===== src/lsa_pkg.sv =====
// Shared constants and codes for the LRU slot allocator.
package lsa_pkg;

    localparam int SLOTS   = 64;
    localparam int IDX_W   = 6;
    localparam int CNT_W   = 7;

    localparam logic [CNT_W-1:0] SLOTS_C = CNT_W'(SLOTS);

    localparam logic [1:0] CMD_RES_ONE  = 2'd0;
    localparam logic [1:0] CMD_RES_MANY = 2'd1;
    localparam logic [1:0] CMD_PROMOTE  = 2'd2;
    localparam logic [1:0] CMD_SET_PIN  = 2'd3;

    localparam logic [1:0] ST_OK     = 2'd0;
    localparam logic [1:0] ST_REUSED = 2'd1;
    localparam logic [1:0] ST_SHORT  = 2'd2;

endpackage


===== src/lsa_ram.sv =====
// Generic single-write, single-read RAM with registered read data.
module lsa_ram #(
    parameter int WIDTH = 8,
    parameter int DEPTH = 64
) (
    input  logic                     i_clk,
    input  logic                     i_we,
    input  logic [$clog2(DEPTH)-1:0] i_waddr,
    input  logic [WIDTH-1:0]         i_wdata,
    input  logic [$clog2(DEPTH)-1:0] i_raddr,
    output logic [WIDTH-1:0]         o_rdata
);

    logic [WIDTH-1:0] r_mem [DEPTH];
    logic [WIDTH-1:0] r_q;

    always_ff @(posedge i_clk) begin
        if (i_we) begin
            r_mem[i_waddr] <= i_wdata;
        end
        r_q <= r_mem[i_raddr];
    end

    assign o_rdata = r_q;

endmodule


===== src/lru_slot_allocator_with_pinning.sv =====
// LRU slot allocator with pinning: sequencer over free-stack and recency RAMs.
//
// Input channel (i_valid / o_ready) takes one command item: reserve one,
// reserve many, promote or set pin. o_ready is high only while the block is
// idle; one item is worked on at a time.
// Output channel (o_valid / i_ready) carries result items from an output
// register. A reserve many that succeeds gives count items, o_last on the
// final one; every other case gives exactly one item with o_last set.
// Each recency or free-stack entry touched takes a read phase that issues
// the RAM read and a use phase that works on the registered data. Reserve
// one with an eviction walks the order up to three times (search, close
// gap, insert). Reserve many adds one close-gap walk per eviction, then one
// shift walk and one fill pass over the count reserved slots.
// A stalled receiver holds the output register; the fill pass of reserve
// many waits on it, other commands wait in their final state.
// Reset (synchronous, active low) sets 64 active slots, all free, none
// pinned. Writing active_slots (clamped to 1..64) refills the free stack
// and empties the order, keeping pin bits; no clearing pass is needed since
// free-stack entries carry written bits.
module lru_slot_allocator_with_pinning (
    input  logic        i_clk,
    input  logic        i_rst_n,
    input  logic        i_cfg_wr_en,
    input  logic [6:0]  i_cfg_wr_data,
    input  logic        i_valid,
    output logic        o_ready,
    input  logic [1:0]  i_command,
    input  logic [6:0]  i_count,
    input  logic [5:0]  i_slot,
    input  logic        i_pin,
    output logic        o_valid,
    input  logic        i_ready,
    output logic [5:0]  o_slot_index,
    output logic [1:0]  o_status,
    output logic        o_last
);

    localparam logic [3:0] S_IDLE  = 4'd0;
    localparam logic [3:0] S_EVS   = 4'd1;
    localparam logic [3:0] S_SHD   = 4'd2;
    localparam logic [3:0] S_TAKE  = 4'd3;
    localparam logic [3:0] S_MFR   = 4'd4;
    localparam logic [3:0] S_SHU   = 4'd5;
    localparam logic [3:0] S_FRONT = 4'd6;
    localparam logic [3:0] S_FILL  = 4'd7;
    localparam logic [3:0] S_PRS   = 4'd8;
    localparam logic [3:0] S_OUT   = 4'd9;

    logic [3:0] r_state, n_state;
    logic       r_ph, n_ph;
    logic [1:0] r_cmd, n_cmd;
    logic [6:0] r_cnt, n_cnt;
    logic [5:0] r_slot, n_slot;
    logic [6:0] r_active;
    logic [6:0] r_free, n_free;
    logic [6:0] r_occ, n_occ;
    logic [6:0] r_pos, n_pos;
    logic [6:0] r_need, n_need;
    logic [6:0] r_j, n_j;
    logic [6:0] r_k, n_k;
    logic [6:0] r_i, n_i;
    logic [5:0] r_v, n_v;
    logic       r_fill, n_fill;
    logic [5:0] r_ridx, n_ridx;
    logic [1:0] r_st, n_st;
    logic [63:0] r_pinned;
    logic [63:0] r_fsvld;
    logic [5:0] r_fsa;
    logic       r_fsvr;
    logic       r_ov, n_ov;
    logic [5:0] r_oidx, n_oidx;
    logic [1:0] r_ost, n_ost;
    logic       r_olast, n_olast;

    logic       rc_we, fs_we;
    logic [5:0] rc_wa, rc_wd, rc_ra, rc_q;
    logic [5:0] fs_wa, fs_wd, fs_ra, fs_q;
    logic [5:0] fs_val;
    logic       out_can, in_acc;
    logic [6:0] pos_m1, occ_m1, free_m1, j_m1, j_m1_k, fill_a, i_p1, base;
    logic [7:0] occ_cnt;
    logic [6:0] cfg_v;

    lsa_ram #(.WIDTH(lsa_pkg::IDX_W), .DEPTH(lsa_pkg::SLOTS)) u_order (
        .i_clk   (i_clk),
        .i_we    (rc_we),
        .i_waddr (rc_wa),
        .i_wdata (rc_wd),
        .i_raddr (rc_ra),
        .o_rdata (rc_q)
    );

    lsa_ram #(.WIDTH(lsa_pkg::IDX_W), .DEPTH(lsa_pkg::SLOTS)) u_free (
        .i_clk   (i_clk),
        .i_we    (fs_we),
        .i_waddr (fs_wa),
        .i_wdata (fs_wd),
        .i_raddr (fs_ra),
        .o_rdata (fs_q)
    );

    assign out_can = !r_ov || i_ready;
    assign o_ready = (r_state == S_IDLE);
    assign in_acc  = i_valid && o_ready;
    // free-stack entry never written since init holds its own index
    assign fs_val  = r_fsvr ? fs_q : r_fsa;

    assign pos_m1  = r_pos - 7'd1;
    assign occ_m1  = r_occ - 7'd1;
    assign free_m1 = r_free - 7'd1;
    assign j_m1    = r_j - 7'd1;
    assign j_m1_k  = j_m1 + r_k;
    assign fill_a  = r_pos + r_i;
    assign i_p1    = r_i + 7'd1;
    assign base    = r_free - r_cnt;
    assign occ_cnt = {1'b0, r_occ} + {1'b0, r_cnt};

    always_comb begin
        cfg_v = i_cfg_wr_data;
        if (i_cfg_wr_data == 7'd0) begin
            cfg_v = 7'd1;
        end else if (i_cfg_wr_data > lsa_pkg::SLOTS_C) begin
            cfg_v = lsa_pkg::SLOTS_C;
        end
    end

    always_comb begin
        n_state = r_state;
        n_ph    = r_ph;
        n_cmd   = r_cmd;
        n_cnt   = r_cnt;
        n_slot  = r_slot;
        n_free  = r_free;
        n_occ   = r_occ;
        n_pos   = r_pos;
        n_need  = r_need;
        n_j     = r_j;
        n_k     = r_k;
        n_i     = r_i;
        n_v     = r_v;
        n_fill  = r_fill;
        n_ridx  = r_ridx;
        n_st    = r_st;
        n_ov    = r_ov && !i_ready;
        n_oidx  = r_oidx;
        n_ost   = r_ost;
        n_olast = r_olast;
        rc_we   = 1'b0;
        rc_wa   = '0;
        rc_wd   = '0;
        rc_ra   = '0;
        fs_we   = 1'b0;
        fs_wa   = '0;
        fs_wd   = '0;
        fs_ra   = '0;

        unique case (r_state)
            S_IDLE: begin
                if (in_acc) begin
                    n_cmd  = i_command;
                    n_cnt  = i_count;
                    n_slot = i_slot;
                    n_ph   = 1'b0;
                    n_pos  = r_occ;
                    n_ridx = '0;
                    n_st   = lsa_pkg::ST_OK;
                    unique case (i_command)
                        lsa_pkg::CMD_RES_ONE: begin
                            n_need  = (r_free == 7'd0) ? 7'd1 : 7'd0;
                            n_state = S_EVS;
                        end
                        lsa_pkg::CMD_RES_MANY: begin
                            if (i_count == 7'd0) begin
                                n_state = S_OUT;
                            end else begin
                                n_need  = (r_free < i_count) ? (i_count - r_free) : 7'd0;
                                n_state = S_EVS;
                            end
                        end
                        lsa_pkg::CMD_PROMOTE: begin
                            n_i     = '0;
                            n_state = S_PRS;
                        end
                        default: begin
                            n_state = S_OUT;
                        end
                    endcase
                end
            end
            S_EVS: begin
                if (!r_ph) begin
                    if (r_pos == 7'd0 || r_need == 7'd0) begin
                        // eviction done: decide how to serve the reserve
                        if (r_cmd == lsa_pkg::CMD_RES_ONE) begin
                            if (r_free != 7'd0) begin
                                n_state = S_TAKE;
                            end else if (r_occ == 7'd0) begin
                                n_st    = lsa_pkg::ST_SHORT;
                                n_state = S_OUT;
                            end else begin
                                n_state = S_MFR;
                            end
                        end else if (r_free < r_cnt || occ_cnt > 8'(lsa_pkg::SLOTS)) begin
                            n_st    = lsa_pkg::ST_SHORT;
                            n_state = S_OUT;
                        end else begin
                            n_pos   = base;
                            n_free  = base;
                            n_occ   = occ_cnt[6:0];
                            n_j     = r_occ;
                            n_k     = r_cnt;
                            n_fill  = 1'b1;
                            n_state = S_SHU;
                        end
                    end else begin
                        rc_ra = pos_m1[5:0];
                        n_ph  = 1'b1;
                    end
                end else begin
                    n_ph  = 1'b0;
                    n_pos = pos_m1;
                    if (!r_pinned[rc_q]) begin
                        fs_we   = (r_free < lsa_pkg::SLOTS_C);
                        fs_wa   = r_free[5:0];
                        fs_wd   = rc_q;
                        n_free  = fs_we ? r_free + 7'd1 : r_free;
                        n_need  = r_need - 7'd1;
                        n_j     = r_pos;
                        n_state = S_SHD;
                    end
                end
            end
            S_SHD: begin
                // close the gap left by the evicted entry
                if (!r_ph) begin
                    if (r_j >= r_occ) begin
                        n_occ   = occ_m1;
                        n_state = S_EVS;
                    end else begin
                        rc_ra = r_j[5:0];
                        n_ph  = 1'b1;
                    end
                end else begin
                    rc_we = 1'b1;
                    rc_wa = j_m1[5:0];
                    rc_wd = rc_q;
                    n_j   = r_j + 7'd1;
                    n_ph  = 1'b0;
                end
            end
            S_TAKE: begin
                fs_ra = free_m1[5:0];
                if (!r_ph) begin
                    n_ph = 1'b1;
                end else begin
                    n_ph   = 1'b0;
                    n_v    = fs_val;
                    n_ridx = fs_val;
                    n_st   = lsa_pkg::ST_OK;
                    n_free = free_m1;
                    if (r_occ < lsa_pkg::SLOTS_C) begin
                        n_occ   = r_occ + 7'd1;
                        n_j     = r_occ;
                        n_k     = 7'd1;
                        n_fill  = 1'b0;
                        n_state = S_SHU;
                    end else begin
                        n_state = S_OUT;
                    end
                end
            end
            S_MFR: begin
                if (!r_ph) begin
                    rc_ra = occ_m1[5:0];
                    n_ph  = 1'b1;
                end else begin
                    n_ph    = 1'b0;
                    n_v     = rc_q;
                    n_ridx  = rc_q;
                    n_st    = lsa_pkg::ST_REUSED;
                    n_j     = occ_m1;
                    n_k     = 7'd1;
                    n_fill  = 1'b0;
                    n_state = S_SHU;
                end
            end
            S_SHU: begin
                // move entries 0..r_j-1 up by r_k, top first
                if (!r_ph) begin
                    if (r_j == 7'd0) begin
                        n_i     = '0;
                        n_state = r_fill ? S_FILL : S_FRONT;
                    end else begin
                        rc_ra = j_m1[5:0];
                        n_ph  = 1'b1;
                    end
                end else begin
                    rc_we = 1'b1;
                    rc_wa = j_m1_k[5:0];
                    rc_wd = rc_q;
                    n_j   = j_m1;
                    n_ph  = 1'b0;
                end
            end
            S_FRONT: begin
                rc_we   = 1'b1;
                rc_wa   = '0;
                rc_wd   = r_v;
                n_state = S_OUT;
            end
            S_FILL: begin
                fs_ra = fill_a[5:0];
                if (!r_ph) begin
                    n_ph = 1'b1;
                end else if (out_can) begin
                    rc_we   = 1'b1;
                    rc_wa   = r_i[5:0];
                    rc_wd   = fs_val;
                    n_ov    = 1'b1;
                    n_oidx  = fs_val;
                    n_ost   = lsa_pkg::ST_OK;
                    n_olast = (i_p1 == r_cnt);
                    n_i     = i_p1;
                    n_ph    = 1'b0;
                    if (i_p1 == r_cnt) begin
                        n_state = S_IDLE;
                    end
                end
            end
            S_PRS: begin
                if (!r_ph) begin
                    if (r_i >= r_occ) begin
                        n_state = S_OUT;
                    end else begin
                        rc_ra = r_i[5:0];
                        n_ph  = 1'b1;
                    end
                end else begin
                    n_ph = 1'b0;
                    if (rc_q == r_slot) begin
                        n_v     = r_slot;
                        n_j     = r_i;
                        n_k     = 7'd1;
                        n_fill  = 1'b0;
                        n_state = S_SHU;
                    end else begin
                        n_i = i_p1;
                    end
                end
            end
            S_OUT: begin
                if (out_can) begin
                    n_ov    = 1'b1;
                    n_oidx  = r_ridx;
                    n_ost   = r_st;
                    n_olast = 1'b1;
                    n_state = S_IDLE;
                end
            end
            default: begin
                n_state = S_IDLE;
            end
        endcase
    end

    always_ff @(posedge i_clk) begin
        if (!i_rst_n) begin
            r_state  <= S_IDLE;
            r_ph     <= 1'b0;
            r_active <= lsa_pkg::SLOTS_C;
            r_free   <= lsa_pkg::SLOTS_C;
            r_occ    <= '0;
            r_pinned <= '0;
            r_fsvld  <= '0;
            r_ov     <= 1'b0;
        end else begin
            r_state <= n_state;
            r_ph    <= n_ph;
            r_ov    <= n_ov;
            if (i_cfg_wr_en) begin
                r_active <= cfg_v;
                r_free   <= cfg_v;
                r_occ    <= '0;
                r_fsvld  <= '0;
            end else begin
                r_free <= n_free;
                r_occ  <= n_occ;
                if (fs_we) begin
                    r_fsvld[fs_wa] <= 1'b1;
                end
            end
            if (in_acc && i_command == lsa_pkg::CMD_SET_PIN && {1'b0, i_slot} < r_active) begin
                r_pinned[i_slot] <= i_pin;
            end
        end
    end

    always_ff @(posedge i_clk) begin
        r_cmd   <= n_cmd;
        r_cnt   <= n_cnt;
        r_slot  <= n_slot;
        r_pos   <= n_pos;
        r_need  <= n_need;
        r_j     <= n_j;
        r_k     <= n_k;
        r_i     <= n_i;
        r_v     <= n_v;
        r_fill  <= n_fill;
        r_ridx  <= n_ridx;
        r_st    <= n_st;
        r_fsa   <= fs_ra;
        r_fsvr  <= r_fsvld[fs_ra];
        r_oidx  <= n_oidx;
        r_ost   <= n_ost;
        r_olast <= n_olast;
    end

    assign o_valid      = r_ov;
    assign o_slot_index = r_oidx;
    assign o_status     = r_ost;
    assign o_last       = r_olast;

`ifndef SYNTHESIS
    a_pool_sum: assert property (@(posedge i_clk) disable iff (!i_rst_n)
        (r_state == S_IDLE) |-> ({1'b0, r_free} + {1'b0, r_occ} == {1'b0, r_active}))
        else $error("free plus occupied differs from active slots");

    a_free_bound: assert property (@(posedge i_clk) disable iff (!i_rst_n)
        r_free <= lsa_pkg::SLOTS_C)
        else $error("free count above slot count");

    a_err_zero: assert property (@(posedge i_clk) disable iff (!i_rst_n)
        (r_ov && r_ost == lsa_pkg::ST_SHORT) |-> (r_oidx == 6'd0 && r_olast))
        else $error("error result with slot index or not last");

    a_multi_fill: assert property (@(posedge i_clk) disable iff (!i_rst_n)
        (r_ov && !r_olast) |-> (r_state == S_FILL))
        else $error("non-final result outside fill pass");
`endif

endmodule


===== config.mk =====
export PLATFORM = sky130hd
export DESIGN_NAME = lru_slot_allocator_with_pinning
export DESIGN_NICKNAME = d
export VERILOG_FILES = /design/src/lsa_pkg.sv /design/src/lsa_ram.sv /design/src/lru_slot_allocator_with_pinning.sv
export SDC_FILE = /design/constraint.sdc
export NUM_CORES = 2
export LEC_CHECK = 0
export ABC_CLOCK_PERIOD_IN_PS = 5500
export BUFFER_PORTS_ARGS = -buffer_cell sky130_fd_sc_hd__buf_2
export CAP_MARGIN = 20
export CORE_MARGIN = 3
export CORE_UTILIZATION = 38
export CTS_CLUSTER_DIAMETER = 80
export DETAILED_ROUTE_END_ITERATION = 7
export PLACE_DENSITY_LB_ADDON = 0.1
export SLEW_MARGIN = 20
export SYNTH_ARGS = -nofsm -noshare
export SYNTH_HDL_FRONTEND = slang
export SYNTH_SLANG_ARGS = --single-unit
export TNS_END_PERCENT = 20

===== constraint.sdc =====
create_clock -name i_clk -period 5.5 [get_ports i_clk]
set_clock_uncertainty 0.15 [all_clocks]
set_input_delay 0.825 -clock i_clk [delete_from_list [all_inputs] [get_ports i_clk]]
set_output_delay 0.825 -clock i_clk [all_outputs]
set_load 0.05 [all_outputs]

==> run metrics <==
WL per Instance between 20 and 25 µm; Die Y-Extent about 350 µm; synthesis-to-layout area growth 14.0%; grt met3 use 0.0351; aggregate global routing overflow 0; Fin. Hold Viols 0; slowest cell on the critical path or4b_2; Net count, final between 4000 and 5000; top_reg_cell synth edfxtp_1; maximum VDD drop 260 µV; Routed Antenna Nets 0; Tightest Pin Transition 1.20 ns; worst path cell trace or4b_2 > nor2_1 > a221o_1 > a221o_4 > buf_4 > mux2_2 > o221ai_1 > a221oi_1 > a2111oi_0 > o2bb2ai_1; GR Util All Layers 0.222; relative max-transition margin 0.180; path type of the worst setup path register to register; hold endpoint r_cnt[0]; Starting DRT DRC Count around 2600; startpoint types register; largest net degree at the start of global routing between 100 and 150; Placer Congestion approximately 0.93; setup violators final 0; clock buffer count from CTS 110; Starting Density 0.386; sequential area share after synthesis 0.636; die width 351 µm; post-layout min period roughly 4.8 ns; internal reg-to-reg setup slack ~0.71 ns; FF+latch count, synth approximately 1000; Vias/cell roughly 5.6; Yosys warnings 0; DRC viols 0; Yosys cell types between 80 and 90; worst skew pair latency between 0.7 and 0.8 ns; Post-synth ARST share 0; CTS H-tree depth 3; Worst Hold Launch i_count[0]; reg2reg path depth 10; fmax between 0.2 and 0.25 GHz; # IOs 39; GR peak layer met2; layout cells sized above 1 0.113; Post-Syn Instances 3868; first-pass GRT wire length 205000 µm; routing usage on met2 0.355; Post-Syn Nets approximately 4000; vias slightly above 30000; Pins Over Slew Limit 0; Core Region between 100000 and 150000 µm²; Routed WL 138000 µm; endpoint class of the critical path register; mapped cell area 45200 µm²; Port Buffers 38; postcts setup bufs 0; CP arrival 5.19 ns; clk sinks about 1000; worst reg2reg path endpoint u_order.o_rdata[0]; number of flops mapped to enable cells by yosys 841; Lkg Pwr 17.2 nW; syn avg cell area roughly 12 µm²; crit path max fanout 21; Hold WC Path Type primary input to register; hold depth 1; Final Power around 23 mW; post-route cell area 51500 µm²; post-cts gate resize count 0; status complete, no violations; total die area about 120000 µm²; vias in the first global route approximately 30000; met1 Use GR 0.310; Final Cycle Share 0.871; power per standard cell area approximately 440 nW/µm²; Root Buffer clkbuf_16; max-cap violations 0; Detailed Place HPWL around 90000 µm; Worst EP required a little under 6 ns; # hold bufs at CTS 0; unrepaired setup endpoints after global routing false; Final WS setup 0.712 ns; antenna violations before repair 1; final setup TNS 0 ns; worst r2r src r_state[0]; crit-path max cell delay 0.93 ns; CTS clock-pin slew for the worst setup and hold paths 0.06 ns; CTS tree done; # rows approximately 130; placed cell area between 40000 and 50000 µm²; Max Root-Sink Buffers 3; pre-CTS setup slack between 0.6 and 0.7 ns; drt pass-1 iters 5
[layout by cell type, fill, tap and decap left out, drive strengths merged, types with 38 or more instances in the layout]
cell	Yosys	layout
a211oi	55	55
ha	62	62
o21a	68	68
clkinv	1	38
xnor2	44	44
inv	75	80
nand2	729	729
mux2i	104	104
a311oi	73	73
edfxtp	841	841
o211ai	83	83
buf	54	194
a31oi	46	46
a21oi	97	97
dfxtp	174	174
nor2	235	235
clkbuf	205	150
nand3	354	354
o21ai	81	81
and2	43	43
o31ai	68	68
[cell families after synthesis]
group / Yosys count / share of synthesized area
xor+xnor: 65 / 0.0126
fa+ha+maj: 67 / 0.0194
compound gates: 740 / 0.118
flops: 1015 / 0.636
mux: 141 / 0.0382
buf+inv: 335 / 0.0291
simple gates: 1505 / 0.146
[routing by layer]
metal,vias to the layer above,wire length (µm),part of all wire
met4,2,4360,0.032
li1,14594,-,-
met3,250,7680,0.056
met1,15312,61600,0.45
met2,956,64000,0.46
met5,-,12,0.000087
[critical path: cells and delay by family (launching register included)]
| kind | cells | cell delay [ns] |
|---|---|---|
| buf+inv | 1 | 0.28 |
| mux | 1 | 0.36 |
| simple gates | 2 | 1.15 |
| flops | 1 | 0.70 |
| compound gates | 6 | 1.97 |
[sequential cells by signal, indices dropped and copies added, names as in the netlist, 7 cells and up]
signal / cells
r_need: 7
r_free: 7
r_j: 7
r_i: 7
u_free.r_mem: 384
r_fsvld: 64
u_order.r_mem: 384
r_pos: 7
r_active: 7
r_pinned: 64
r_occ: 7
r_cnt: 7
[worst max-delay path by stage]
stage	endpoint	cells past startpoint	from	slack, ns
after floorplan	u_order.r_mem[0][5]	6	r_state[2]	0.58
after global placement	u_order.o_rdata[0]	10	r_state[1]	0.73
after detailed placement	u_order.o_rdata[0]	10	r_state[1]	0.70
after CTS	u_order.o_rdata[0]	10	r_state[0]	0.69
after global routing	u_order.o_rdata[0]	11	r_j[2]	0.52
final	u_order.o_rdata[0]	10	r_state[0]	0.71
[Yosys cell counts, types with 23 or more instances]
cell type | instances | area [µm²]
nor3_1 | 34 | 170
inv_1 | 73 | 274
mux2i_1 | 104 | 1040
o31ai_1 | 68 | 510
xnor2_1 | 44 | 385
buf_2 | 26 | 130
o21ai_0 | 80 | 400
a21oi_1 | 97 | 485
o21a_1 | 68 | 510
nor2_1 | 233 | 875
mux4_2 | 24 | 541
nand2_1 | 729 | 2740
ha_1 | 62 | 776
a211oi_1 | 54 | 405
a311oi_1 | 73 | 639
and2_1 | 35 | 219
clkbuf_1 | 205 | 769
dfxtp_1 | 174 | 3480
buf_1 | 23 | 86.3
o211ai_1 | 83 | 623
nand3_1 | 354 | 1770
edfxtp_1 | 841 | 25300
a31oi_1 | 46 | 288
[through the flow]
stage                util  hold WS, ns  std cells
global route        0.440        0.135       5537
detailed placement  0.408        0.296       5327
CTS                 0.440        0.118       5537
floorplan               -        0.282       3868
global placement    0.407        0.291       5326
finish              0.440        0.173       5539
[final cells by class]
| class | instances | area (µm²) |
|---|---|---|
| flip-flops and latches | 1015 | 28700 |
| diodes | 2 | 5.00 |
| multi-input cells | 2518 | 15300 |
| well taps | 1524 | 1910 |
| repair buffers | 194 | 1460 |
| inverters | 76 | 290 |
| clock buffers | 150 | 3060 |
| fillers | 10841 | 65600 |
| clock inverters | 60 | 702 |
[report_power, final]
part | switching [mW] | internal, mW | leakage, nW
registers | 0.367 | 8.59 | 8.16
clock network | 3.15 | 4.52 | 1.84
logic | 3.95 | 2.07 | 7.21
total | 7.47 | 15.2 | 17.2
No activity file was read; power rests on OpenSTA's default activity.
